<file path="src/rtl/uer_pkg.sv">
// ----------------------------------------------------------------------------
// uer_pkg
// Shared types and constants of the ultrasonic echo ranger.
// ----------------------------------------------------------------------------
package uer_pkg;

    localparam int ADDR_W = 4;

    localparam logic [1:0] REG_PRE_LOW  = 2'd0;
    localparam logic [1:0] REG_PULSE    = 2'd1;
    localparam logic [1:0] REG_POST_LOW = 2'd2;
    localparam logic [1:0] REG_SCALE    = 2'd3;

    localparam logic [7:0]  PRE_LOW_RST  = 8'd20;
    localparam logic [7:0]  PULSE_RST    = 8'd12;
    localparam logic [7:0]  POST_LOW_RST = 8'd20;
    localparam logic [15:0] SCALE_RST    = 16'd1311;

    typedef struct packed {
        logic [7:0]  pre_low;
        logic [7:0]  pulse;
        logic [7:0]  post_low;
        logic [15:0] scale;
    } uer_cfg_t;

    typedef struct packed {
        logic busy;
        logic zero_div;
    } uer_div_stat_t;

endpackage

</file>
<file path="src/rtl/ultrasonic_echo_ranger_top.sv">
// ----------------------------------------------------------------------------
// ultrasonic_echo_ranger_top
// Ultrasonic echo ranger: triggers readings, times echo pulses, divides.
// ----------------------------------------------------------------------------
// Every input beat is one timebase tick and yields exactly one result beat.
// A tick that does not end a ranging has its result beat in the output
// register from the next cycle on; the input stalls while that register is
// still full and stalled. The tick that ends the last reading of a ranging
// starts the restoring divider, which produces one quotient bit per cycle:
// that tick's beat with the new distance enters the output register once
// the divider is done and that register is free, and no input is taken
// meanwhile. Configuration is reached at byte addresses 0, 4, 8, 12.
module ultrasonic_echo_ranger_top #(
    parameter int READINGS   = 3,
    parameter int COUNT_BITS = 32
) (
    input  logic                      clk,
    input  logic                      rst_n,
    input  logic                      psel,
    input  logic                      penable,
    input  logic                      pwrite,
    input  logic [uer_pkg::ADDR_W-1:0] paddr,
    input  logic [31:0]               pwdata,
    output logic [31:0]               prdata,
    output logic                      pready,
    input  logic                      in_valid,
    output logic                      in_stall,
    input  logic                      start_req,
    input  logic                      echo,
    output logic                      out_valid,
    input  logic                      out_stall,
    output logic                      trigger,
    output logic                      busy_res,
    output logic                      done_res,
    output logic [31:0]               distance
);
    import uer_pkg::*;

    localparam int SUM_W = COUNT_BITS + $clog2(READINGS);
    localparam int DIV_W = 16 + $clog2(READINGS + 1);

    uer_cfg_t         cfg;
    uer_div_stat_t    div_stat;
    logic             div_start;
    logic [SUM_W-1:0] div_dividend;
    logic [DIV_W-1:0] div_divisor;
    logic [SUM_W-1:0] div_quotient;

    uer_regs u_regs (
        .clk     (clk),
        .rst_n   (rst_n),
        .psel    (psel),
        .penable (penable),
        .pwrite  (pwrite),
        .paddr   (paddr),
        .pwdata  (pwdata),
        .prdata  (prdata),
        .pready  (pready),
        .cfg     (cfg)
    );

    uer_div #(
        .SUM_W (SUM_W),
        .DIV_W (DIV_W)
    ) u_div (
        .clk      (clk),
        .rst_n    (rst_n),
        .start    (div_start),
        .dividend (div_dividend),
        .divisor  (div_divisor),
        .quotient (div_quotient),
        .stat     (div_stat)
    );

    uer_ctrl #(
        .READINGS   (READINGS),
        .COUNT_BITS (COUNT_BITS),
        .SUM_W      (SUM_W),
        .DIV_W      (DIV_W)
    ) u_ctrl (
        .clk          (clk),
        .rst_n        (rst_n),
        .cfg          (cfg),
        .in_valid     (in_valid),
        .in_stall     (in_stall),
        .start_req    (start_req),
        .echo         (echo),
        .out_valid    (out_valid),
        .out_stall    (out_stall),
        .trigger      (trigger),
        .busy_res     (busy_res),
        .done_res     (done_res),
        .distance     (distance),
        .div_start    (div_start),
        .div_dividend (div_dividend),
        .div_divisor  (div_divisor),
        .div_stat     (div_stat),
        .div_quotient (div_quotient)
    );

endmodule

</file>
<file path="src/rtl/uer_regs.sv">
// ----------------------------------------------------------------------------
// uer_regs
// Configuration register file behind the APB-style port.
// ----------------------------------------------------------------------------
module uer_regs (
    input  logic                      clk,
    input  logic                      rst_n,
    input  logic                      psel,
    input  logic                      penable,
    input  logic                      pwrite,
    input  logic [uer_pkg::ADDR_W-1:0] paddr,
    input  logic [31:0]               pwdata,
    output logic [31:0]               prdata,
    output logic                      pready,
    output uer_pkg::uer_cfg_t         cfg
);
    import uer_pkg::*;

    uer_cfg_t   cfg_reg;
    logic       wr_en;
    logic [1:0] reg_idx;

    assign pready  = 1'b1;
    assign wr_en   = psel && penable && pwrite && pready;
    assign reg_idx = paddr[3:2];
    assign cfg     = cfg_reg;

    always_ff @(posedge clk or negedge rst_n)
    begin
        if (!rst_n)
        begin
            cfg_reg.pre_low  <= PRE_LOW_RST;
            cfg_reg.pulse    <= PULSE_RST;
            cfg_reg.post_low <= POST_LOW_RST;
            cfg_reg.scale    <= SCALE_RST;
        end
        else if (wr_en)
        begin
            unique case (reg_idx)
                REG_PRE_LOW:  cfg_reg.pre_low  <= pwdata[7:0];
                REG_PULSE:    cfg_reg.pulse    <= pwdata[7:0];
                REG_POST_LOW: cfg_reg.post_low <= pwdata[7:0];
                REG_SCALE:    cfg_reg.scale    <= pwdata[15:0];
                default:      cfg_reg          <= cfg_reg;
            endcase
        end
    end

    always_comb
    begin
        unique case (reg_idx)
            REG_PRE_LOW:  prdata = 32'(cfg_reg.pre_low);
            REG_PULSE:    prdata = 32'(cfg_reg.pulse);
            REG_POST_LOW: prdata = 32'(cfg_reg.post_low);
            REG_SCALE:    prdata = 32'(cfg_reg.scale);
            default:      prdata = '0;
        endcase
    end

endmodule

</file>
<file path="src/rtl/uer_div.sv">
// ----------------------------------------------------------------------------
// uer_div
// Restoring divider, one quotient bit per cycle.
// ----------------------------------------------------------------------------
module uer_div #(
    parameter int SUM_W = 34,
    parameter int DIV_W = 18
) (
    input  logic                   clk,
    input  logic                   rst_n,
    input  logic                   start,
    input  logic [SUM_W-1:0]       dividend,
    input  logic [DIV_W-1:0]       divisor,
    output logic [SUM_W-1:0]       quotient,
    output uer_pkg::uer_div_stat_t stat
);
    import uer_pkg::*;

    localparam int CNT_W = $clog2(SUM_W + 1);

    logic [DIV_W-1:0] rem_reg;
    logic [SUM_W-1:0] quo_reg;
    logic [DIV_W-1:0] dsr_reg;
    logic [CNT_W-1:0] cnt_reg;
    logic             busy_reg;
    logic             zero_reg;

    logic [DIV_W:0]   trial;
    logic [DIV_W:0]   diff;
    logic             fits;

    assign trial = {rem_reg, quo_reg[SUM_W-1]};
    assign diff  = trial - {1'b0, dsr_reg};
    assign fits  = trial >= {1'b0, dsr_reg};

    assign quotient      = quo_reg;
    assign stat.busy     = busy_reg;
    assign stat.zero_div = zero_reg;

    always_ff @(posedge clk or negedge rst_n)
    begin
        if (!rst_n)
        begin
            busy_reg <= 1'b0;
            cnt_reg  <= '0;
        end
        else if (start)
        begin
            busy_reg <= 1'b1;
            cnt_reg  <= CNT_W'(SUM_W);
        end
        else if (busy_reg)
        begin
            cnt_reg <= cnt_reg - 1'b1;
            if (cnt_reg == CNT_W'(1))
            begin
                busy_reg <= 1'b0;
            end
        end
    end

    always_ff @(posedge clk)
    begin
        if (start)
        begin
            rem_reg  <= '0;
            quo_reg  <= dividend;
            dsr_reg  <= divisor;
            zero_reg <= (divisor == '0);
        end
        else if (busy_reg)
        begin
            rem_reg <= fits ? diff[DIV_W-1:0] : trial[DIV_W-1:0];
            quo_reg <= {quo_reg[SUM_W-2:0], fits};
        end
    end

endmodule

</file>
<file path="src/rtl/uer_ctrl.sv">
// ----------------------------------------------------------------------------
// uer_ctrl
// Tick sequencer: trigger phases, echo counting, result beat register.
// ----------------------------------------------------------------------------
module uer_ctrl #(
    parameter int READINGS   = 3,
    parameter int COUNT_BITS = 32,
    parameter int SUM_W      = 34,
    parameter int DIV_W      = 18
) (
    input  logic                   clk,
    input  logic                   rst_n,
    input  uer_pkg::uer_cfg_t      cfg,
    input  logic                   in_valid,
    output logic                   in_stall,
    input  logic                   start_req,
    input  logic                   echo,
    output logic                   out_valid,
    input  logic                   out_stall,
    output logic                   trigger,
    output logic                   busy_res,
    output logic                   done_res,
    output logic [31:0]            distance,
    output logic                   div_start,
    output logic [SUM_W-1:0]       div_dividend,
    output logic [DIV_W-1:0]       div_divisor,
    input  uer_pkg::uer_div_stat_t div_stat,
    input  logic [SUM_W-1:0]       div_quotient
);
    import uer_pkg::*;

    localparam int IDX_W = $clog2(READINGS + 1);
    localparam logic [COUNT_BITS-1:0] CNT_MAX = '1;

    typedef enum logic [4:0] {
        PH_IDLE   = 5'b00001,
        PH_PRE    = 5'b00010,
        PH_PULSE  = 5'b00100,
        PH_POST   = 5'b01000,
        PH_LISTEN = 5'b10000
    } phase_t;

    typedef enum logic [1:0] {
        SQ_TICK = 2'b01,
        SQ_DIV  = 2'b10
    } seq_t;

    phase_t            phase_reg, phase_next;
    logic [7:0]        ticks_reg, ticks_next;
    logic [COUNT_BITS-1:0] echo_cnt_reg, echo_cnt_next;
    logic              seen_reg, seen_next;
    logic              prev_reg;
    logic [IDX_W-1:0]  idx_reg, idx_next;
    logic [SUM_W-1:0]  sum_reg, sum_next;
    logic [31:0]       dist_reg, dist_next;
    seq_t              seq_reg, seq_next;
    logic              out_valid_reg, out_valid_next;
    logic              trigger_reg, busy_reg, done_reg;

    logic              accept;
    logic              out_free;
    logic              finish;
    logic              tick_done;

    function automatic phase_t skip_phase(phase_t p, uer_cfg_t c);
        phase_t r;
        r = p;
        if (r == PH_PRE && c.pre_low == 8'd0)
        begin
            r = PH_PULSE;
        end
        if (r == PH_PULSE && c.pulse == 8'd0)
        begin
            r = PH_POST;
        end
        if (r == PH_POST && c.post_low == 8'd0)
        begin
            r = PH_LISTEN;
        end
        return r;
    endfunction

    assign out_free = !out_valid_reg || !out_stall;
    assign in_stall = (seq_reg != SQ_TICK) || !out_free;
    assign accept   = in_valid && !in_stall;
    assign finish   = (seq_reg == SQ_DIV) && !div_stat.busy && out_free;

    assign out_valid = out_valid_reg;
    assign trigger   = trigger_reg;
    assign busy_res  = busy_reg;
    assign done_res  = done_reg;
    assign distance  = dist_reg;

    assign div_start    = accept && tick_done;
    assign div_dividend = sum_next;
    assign div_divisor  = DIV_W'(cfg.scale) * DIV_W'(READINGS);

    always_comb
    begin
        logic                  rising;
        logic                  falling;
        logic                  seen_new;
        logic [COUNT_BITS-1:0] cnt_base;
        logic [IDX_W-1:0]      idx_inc;
        logic [7:0]            inc;
        logic [7:0]            len;
        phase_t                after;

        phase_next    = phase_reg;
        ticks_next    = ticks_reg;
        echo_cnt_next = echo_cnt_reg;
        seen_next     = seen_reg;
        idx_next      = idx_reg;
        sum_next      = sum_reg;
        tick_done     = 1'b0;

        rising   = echo && !prev_reg;
        falling  = !echo && prev_reg;
        seen_new = seen_reg || rising;
        cnt_base = rising ? '0 : echo_cnt_reg;
        idx_inc  = idx_reg + 1'b1;
        inc      = ticks_reg + 8'd1;
        len      = cfg.post_low;
        after    = PH_LISTEN;

        unique case (phase_reg) inside
            PH_IDLE:
            begin
                if (start_req)
                begin
                    idx_next      = '0;
                    sum_next      = '0;
                    echo_cnt_next = '0;
                    seen_next     = 1'b0;
                    ticks_next    = 8'd0;
                    phase_next    = skip_phase(PH_PRE, cfg);
                end
            end
            PH_LISTEN:
            begin
                seen_next = seen_new;
                if (echo && seen_new && cnt_base != CNT_MAX)
                begin
                    echo_cnt_next = cnt_base + 1'b1;
                end
                else
                begin
                    echo_cnt_next = cnt_base;
                end
                if (falling && seen_reg)
                begin
                    sum_next = sum_reg + SUM_W'(echo_cnt_next);
                    idx_next = idx_inc;
                    if (idx_inc >= IDX_W'(READINGS))
                    begin
                        phase_next = PH_IDLE;
                        ticks_next = 8'd0;
                        seen_next  = 1'b0;
                        tick_done  = 1'b1;
                    end
                    else
                    begin
                        echo_cnt_next = '0;
                        seen_next     = 1'b0;
                        ticks_next    = 8'd0;
                        phase_next    = skip_phase(PH_PRE, cfg);
                    end
                end
            end
            PH_PRE, PH_PULSE, PH_POST:
            begin
                if (phase_reg == PH_PRE)
                begin
                    len   = cfg.pre_low;
                    after = PH_PULSE;
                end
                else if (phase_reg == PH_PULSE)
                begin
                    len   = cfg.pulse;
                    after = PH_POST;
                end
                if (inc >= len || inc == 8'd0)
                begin
                    ticks_next = 8'd0;
                    phase_next = skip_phase(after, cfg);
                end
                else
                begin
                    ticks_next = inc;
                end
            end
            default:
            begin
                phase_next = phase_reg;
            end
        endcase
    end

    always_comb
    begin
        seq_next       = seq_reg;
        out_valid_next = out_valid_reg;
        dist_next      = dist_reg;
        if (out_valid_reg && !out_stall)
        begin
            out_valid_next = 1'b0;
        end
        if (accept)
        begin
            if (tick_done)
            begin
                seq_next = SQ_DIV;
            end
            else
            begin
                out_valid_next = 1'b1;
            end
        end
        if (finish)
        begin
            seq_next       = SQ_TICK;
            out_valid_next = 1'b1;
            dist_next      = div_stat.zero_div ? '1 : 32'(div_quotient[COUNT_BITS-1:0]);
        end
    end

    always_ff @(posedge clk or negedge rst_n)
    begin
        if (!rst_n)
        begin
            phase_reg    <= PH_IDLE;
            ticks_reg    <= 8'd0;
            echo_cnt_reg <= '0;
            seen_reg     <= 1'b0;
            prev_reg     <= 1'b0;
            idx_reg      <= '0;
            sum_reg      <= '0;
        end
        else if (accept)
        begin
            phase_reg    <= phase_next;
            ticks_reg    <= ticks_next;
            echo_cnt_reg <= echo_cnt_next;
            seen_reg     <= seen_next;
            prev_reg     <= echo;
            idx_reg      <= idx_next;
            sum_reg      <= sum_next;
        end
    end

    always_ff @(posedge clk or negedge rst_n)
    begin
        if (!rst_n)
        begin
            seq_reg       <= SQ_TICK;
            out_valid_reg <= 1'b0;
            dist_reg      <= '0;
        end
        else
        begin
            seq_reg       <= seq_next;
            out_valid_reg <= out_valid_next;
            dist_reg      <= dist_next;
        end
    end

    always_ff @(posedge clk)
    begin
        if (accept)
        begin
            trigger_reg <= (phase_next == PH_PULSE);
            busy_reg    <= (phase_next != PH_IDLE);
            done_reg    <= tick_done;
        end
    end

    a_done_not_busy: assert property (@(posedge clk) disable iff (!rst_n)
        out_valid_reg && done_reg |-> !busy_reg)
        else $error("done beat reports busy");

    a_trigger_busy: assert property (@(posedge clk) disable iff (!rst_n)
        out_valid_reg && trigger_reg |-> busy_reg)
        else $error("trigger high while idle");

    a_div_started: assert property (@(posedge clk) disable iff (!rst_n)
        div_start |=> (seq_reg == SQ_DIV) && div_stat.busy && in_stall)
        else $error("divide not running after final reading");

    a_dist_stable: assert property (@(posedge clk) disable iff (!rst_n)
        out_valid_reg && out_stall |=> $stable(dist_reg))
        else $error("distance changed under a stalled beat");

endmodule
</file>
<file path="config.mk">
export PLATFORM = sky130hd
export DESIGN_NAME = ultrasonic_echo_ranger_top
export DESIGN_NICKNAME = d
export VERILOG_FILES = /design/src/rtl/uer_pkg.sv /design/src/rtl/ultrasonic_echo_ranger_top.sv /design/src/rtl/uer_regs.sv /design/src/rtl/uer_div.sv /design/src/rtl/uer_ctrl.sv
export SDC_FILE = /design/constraint.sdc
export NUM_CORES = 1
export LEC_CHECK = 0
export BUFFER_PORTS_ARGS = -buffer_cell sky130_fd_sc_hd__buf_4
export CORE_MARGIN = 2
export CORE_UTILIZATION = 62
export DETAILED_ROUTE_END_ITERATION = 8
export PLACE_DENSITY = 0.85
export SYNTH_ARGS = -nofsm -noshare
export SYNTH_HDL_FRONTEND = slang
export SYNTH_HIERARCHICAL = 1
export SYNTH_SLANG_ARGS = --single-unit
</file>
<file path="constraint.sdc">
create_clock -name clk -period 5.9 [get_ports clk]
set_clock_uncertainty 0.15 [all_clocks]
set_input_delay 0.295 -clock clk [delete_from_list [all_inputs] [get_ports clk]]
set_output_delay 0.295 -clock clk [all_outputs]
set_load 0.01 [all_outputs]
</file>
==> results.sh <==
export IMPL_hold_viol=0
export IMPL_final_setup_viol_count=0
export IMPL_pwr_share_clk_pct=38.6
export IMPL_cp_required_ns=6.03
export IMPL_whs_path_depth=4
export IMPL_timing_slew_headroom_pct=28.7
export IMPL_fmax_mhz=178
export IMPL_cts_setup_buffers=0
export IMPL_post_route_min_period_ns=5.63
export IMPL_ant_nets=0
export IMPL_routed_wl_mm=38.1
export IMPL_place_gp_congestion=0.917
export IMPL_reg2reg_to="u_div/quotient[27]$_DFFE_PP_"
export IMPL_chipHeight_um=161
export IMPL_multi_input_area_mm2=0.00857
export IMPL_cts_tree="done"
export IMPL_drc=0
export IMPL_synth_seq_cells=239
export IMPL_dr_pass1_iters=8
export IMPL_synth_area_mm2=0.0154
export IMPL_htree_num_levels=1
export IMPL_cp_depth=21
export IMPL_yosysWarnings=6
export IMPL_seq_power_share_pct=46.8
export IMPL_drive_above_1_share_pct=15.9
export IMPL_crit_chain="dlygate4sd3_1 -> buf_4 -> nand2b_1 -> buf_4 -> nand4_2 -> or4_4 -> a2111oi_4 -> and2b_1 -> nand2_1 -> xor2_1 -> ha_1 -> a21o_1 -> o21ba_2 -> and3_1 -> a31oi_1 -> a221oi_1 -> o21ai_0 -> a21o_1 -> xor2_1 -> a22o_1 -> mux2_2"
export IMPL_p_leak_uw=0.00770
export IMPL_p_int_uw=2960
export IMPL_placed_area_mm2=0.0161
export IMPL_antenna_found_initial=0
export IMPL_swShare_pct=26.7
export IMPL_clock_latency_ns=0.53
export IMPL_fin_crit_sh_pct=95.4
export IMPL_cp_top_family="compound AO/OA/AOI/OAI gates"
export IMPL_fillCellCount=1732
export IMPL_regToRegStartpoint="u_ctrl/prev_reg$_DFFE_PN0P_"
export IMPL_nNetsFinal=1819
export IMPL_synth_cell_types=87
export IMPL_endpoint_kind="flop"
export IMPL_avgSynthCellArea_um2=9.43
export IMPL_drt_iter0_drc=1664
export IMPL_grt_pass1_wl_mm=61.8
export IMPL_io_pins=115
export IMPL_largest_reg_flops=40
export IMPL_outcome="finished, final reports clean"
export IMPL_dieWidth_um=161
export IMPL_cp_num_buf_inv=3
export IMPL_synth_ff_type="dfrtp_1"
export IMPL_min_from="start_req"
export IMPL_ff2ff_path_depth=19
export IMPL_rsz0062_at_grt="yes"
export IMPL_area_growth_pct=11.4
export IMPL_setup_worst_path_class="input port to flop"
export IMPL_grt_max_degree=103
export IMPL_powerDensity_mw_per_mm2=236
export IMPL_switching_power_uw=1080
export IMPL_dp_hpwl_mm=26.0
export IMPL_setup_ws_ns=0.269
export IMPL_clkSlewWorstSetupHoldPaths_ns=0.06
export IMPL_avgRoutedWirePerCell_um=18.7
export IMPL_peakVddDrop_mv=0.197
export IMPL_vias_per_cell=6.37
export IMPL_grt_pass1_vias=12100
export IMPL_dieArea_mm2=0.0261
export IMPL_synthArstFlopShare_pct=69.0
export IMPL_crit_fanout=13
export IMPL_maxCapViolations=0
export IMPL_worstMarginPinSlew_ns=1.07
export IMPL_num_rows=57
export IMPL_cts_path_max_buffers=3
export IMPL_cp_startpoint="echo"
export IMPL_grt_overflow=0
export IMPL_worstSetupStartpointType="input port"
export IMPL_start_util_pct=63.2
export IMPL_arrival_ns=5.77
export IMPL_combPwrFrac_pct=14.6
export IMPL_core_region_area_mm2=0.0243
export IMPL_synth_edf_count=56
export IMPL_slowest_delay_ns=0.54
export IMPL_slowest_stage="dlygate4sd3_1"
export IMPL_rrSetupSlack_ns=0.30
export IMPL_seq_area_mm2=0.00619
export IMPL_cts_sinks=239
export IMPL_min_to="u_ctrl/trigger$_DFFE_PP_"
export IMPL_grtUsageTotal_pct=28.9
export IMPL_syn_inst=1630
export IMPL_cts_buffers=25
export IMPL_root_buffer="clkbuf_16"
export IMPL_hp_class="input port to flop"
export IMPL_num_vias=13000
export IMPL_maxSlewViolCount=0
export IMPL_dp_slack_ns=0.354
export IMPL_yosysSeqAreaShare_pct=40.3
export IMPL_port_buffers=79
export IMPL_fin_area_mm2=0.0171
-- synthesized netlist by cell type (9+ instances only) --
cell type / n / share of area [%]
a211oi_1: 18 / 0.88
a21o_1: 42 / 2.1
a21oi_1: 70 / 2.3
a22o_1: 42 / 2.4
a31oi_1: 11 / 0.45
a32o_1: 15 / 0.98
and2_1: 15 / 0.61
and3_1: 27 / 1.1
buf_4: 22 / 1.1
clkbuf_1: 66 / 1.6
dfrtp_1: 150 / 24
dfstp_2: 15 / 2.6
dfxtp_1: 18 / 2.3
edfxtp_1: 56 / 11
ha_1: 80 / 6.5
inv_1: 58 / 1.4
mux2_2: 77 / 5.6
mux2i_1: 13 / 0.85
nand2_1: 205 / 5.0
nand2b_1: 20 / 0.81
nand3_1: 28 / 0.91
nand4_1: 15 / 0.61
nor2_1: 135 / 3.3
nor3_1: 15 / 0.49
nor4_1: 17 / 0.69
o21a_1: 10 / 0.49
o21ai_0: 130 / 4.2
o31ai_1: 9 / 0.44
or3_1: 9 / 0.37
xnor2_1: 57 / 3.2
xor2_1: 35 / 2.0
-- metal layers --
metal  part of all wire, %  global-route usage, %
met5                     0                      0
met4                   3.0                   9.74
met3                   8.5                   3.67
met2                    46                   45.4
met1                    43                   41.7
-- stage by stage --
step / setup TNS [ns] / hold WS [ns] / power [uW] / std cells / utilization, %
floorplan: 0 / -0.151 / 2290 / 1645 / -
global placement: 0 / 0.304 / 2430 / 1969 / 66.2
detailed placement: 0 / 0.304 / 2460 / 1969 / 66.2
CTS: 0 / 0.167 / 4020 / 2033 / 70.2
global route: -0.0633 / 0.212 / 4180 / 2033 / 70.4
finish: 0 / 0.210 / 4030 / 2035 / 70.4
-- timing repair --
action / in CTS / in global routing
endpoints found under the setup margin: 0 / 7
hold buffers: 19 / 0
resized for setup: 0 / 6
hold endpoints to repair: 129 / 0
-- placed cells by master (no fill, tap or decap), types with 15 or more instances in the layout --
master and count:
xor2_1 35, clkbuf_16 25, edfxtp_1 56, a22o_1 42, nand4_1 15, ha_1 80
o21ai_0 129, dlygate4sd3_1 19, a21o_1 41, a21oi_1 70, conb_1 17, nand3_1 27
dfstp_2 15, dfrtp_1 150, dfxtp_1 18, nor2_1 134, and2_1 15, a211oi_1 18
inv_1 58, a32o_1 15, xnor2_1 56, nand2_1 205, and3_1 27, nand2b_1 20
nor4_1 15, buf_4 95, mux2_2 77
-- cell families (layout without fill, tap and decap cells) --
| family | after synthesis | after routing | synth area share, % |
|---|---|---|---|
| AOI/OAI and AO/OA | 424 | 424 | 18.6 |
| xor gates and xnor gates | 92 | 92 | 5.24 |
| adders and majority gates | 83 | 83 | 6.91 |
| buffers and inverters | 155 | 219 | 4.62 |
| DFF | 239 | 239 | 40.3 |
| muxes | 98 | 98 | 7.66 |
| other | 2 | 19 | 0.0489 |
| and+or+nand+nor | 537 | 537 | 16.7 |
-- power by group through the flow --
stage	registers [uW]	clock network (uW)	logic (uW)
floorplan	1870	0	412
global placement	1900	0	527
detailed placement	1910	0	557
CTS	1880	1570	577
global route	1890	1650	639
finish	1890	1560	590
-- worst max path at each step --
| stage | to | slack [ns] |
|---|---|---|
| after global routing | u_div/quotient[27]$_DFFE_PP_ | -0.06 |
| after global placement | u_div/quotient[31]$_DFFE_PP_ | 0.42 |
| after floorplan | u_div/quotient[20]$_DFFE_PP_ | 0.53 |
| after CTS | u_div/quotient[20]$_DFFE_PP_ | 0.31 |
| final | u_div/quotient[27]$_DFFE_PP_ | 0.27 |
| after detailed placement | u_div/quotient[33]$_DFFE_PP_ | 0.35 |
-- layout make-up --
class	instances	area share (%)
clock inverters	12	0.716
well taps	324	2.37
inverters	58	1.27
repair buffers	116	5.46
multi-input cells	1251	50.1
clock buffers	33	3.89
flip-flops and latches	239	36.2
diodes	2	0.0292
-- worst register-to-register path, cell delays in order, from the launching register on --
cell and delay, ns:
dfrtp_1 0.38, nand2b_1 0.18, buf_4 0.22, nand4_2 0.21
or4_4 0.54, a2111oi_4 0.35, and2b_1 0.26, nand2_1 0.09
xor2_1 0.30, ha_1 0.38, a21o_1 0.22, o21ba_2 0.27
and3_1 0.17, a31oi_1 0.11, a221oi_1 0.48, o21ai_0 0.19
a21o_1 0.21, xor2_1 0.15, a22o_1 0.22, mux2_2 0.27
No activity file was read; power rests on OpenSTA's default activity.
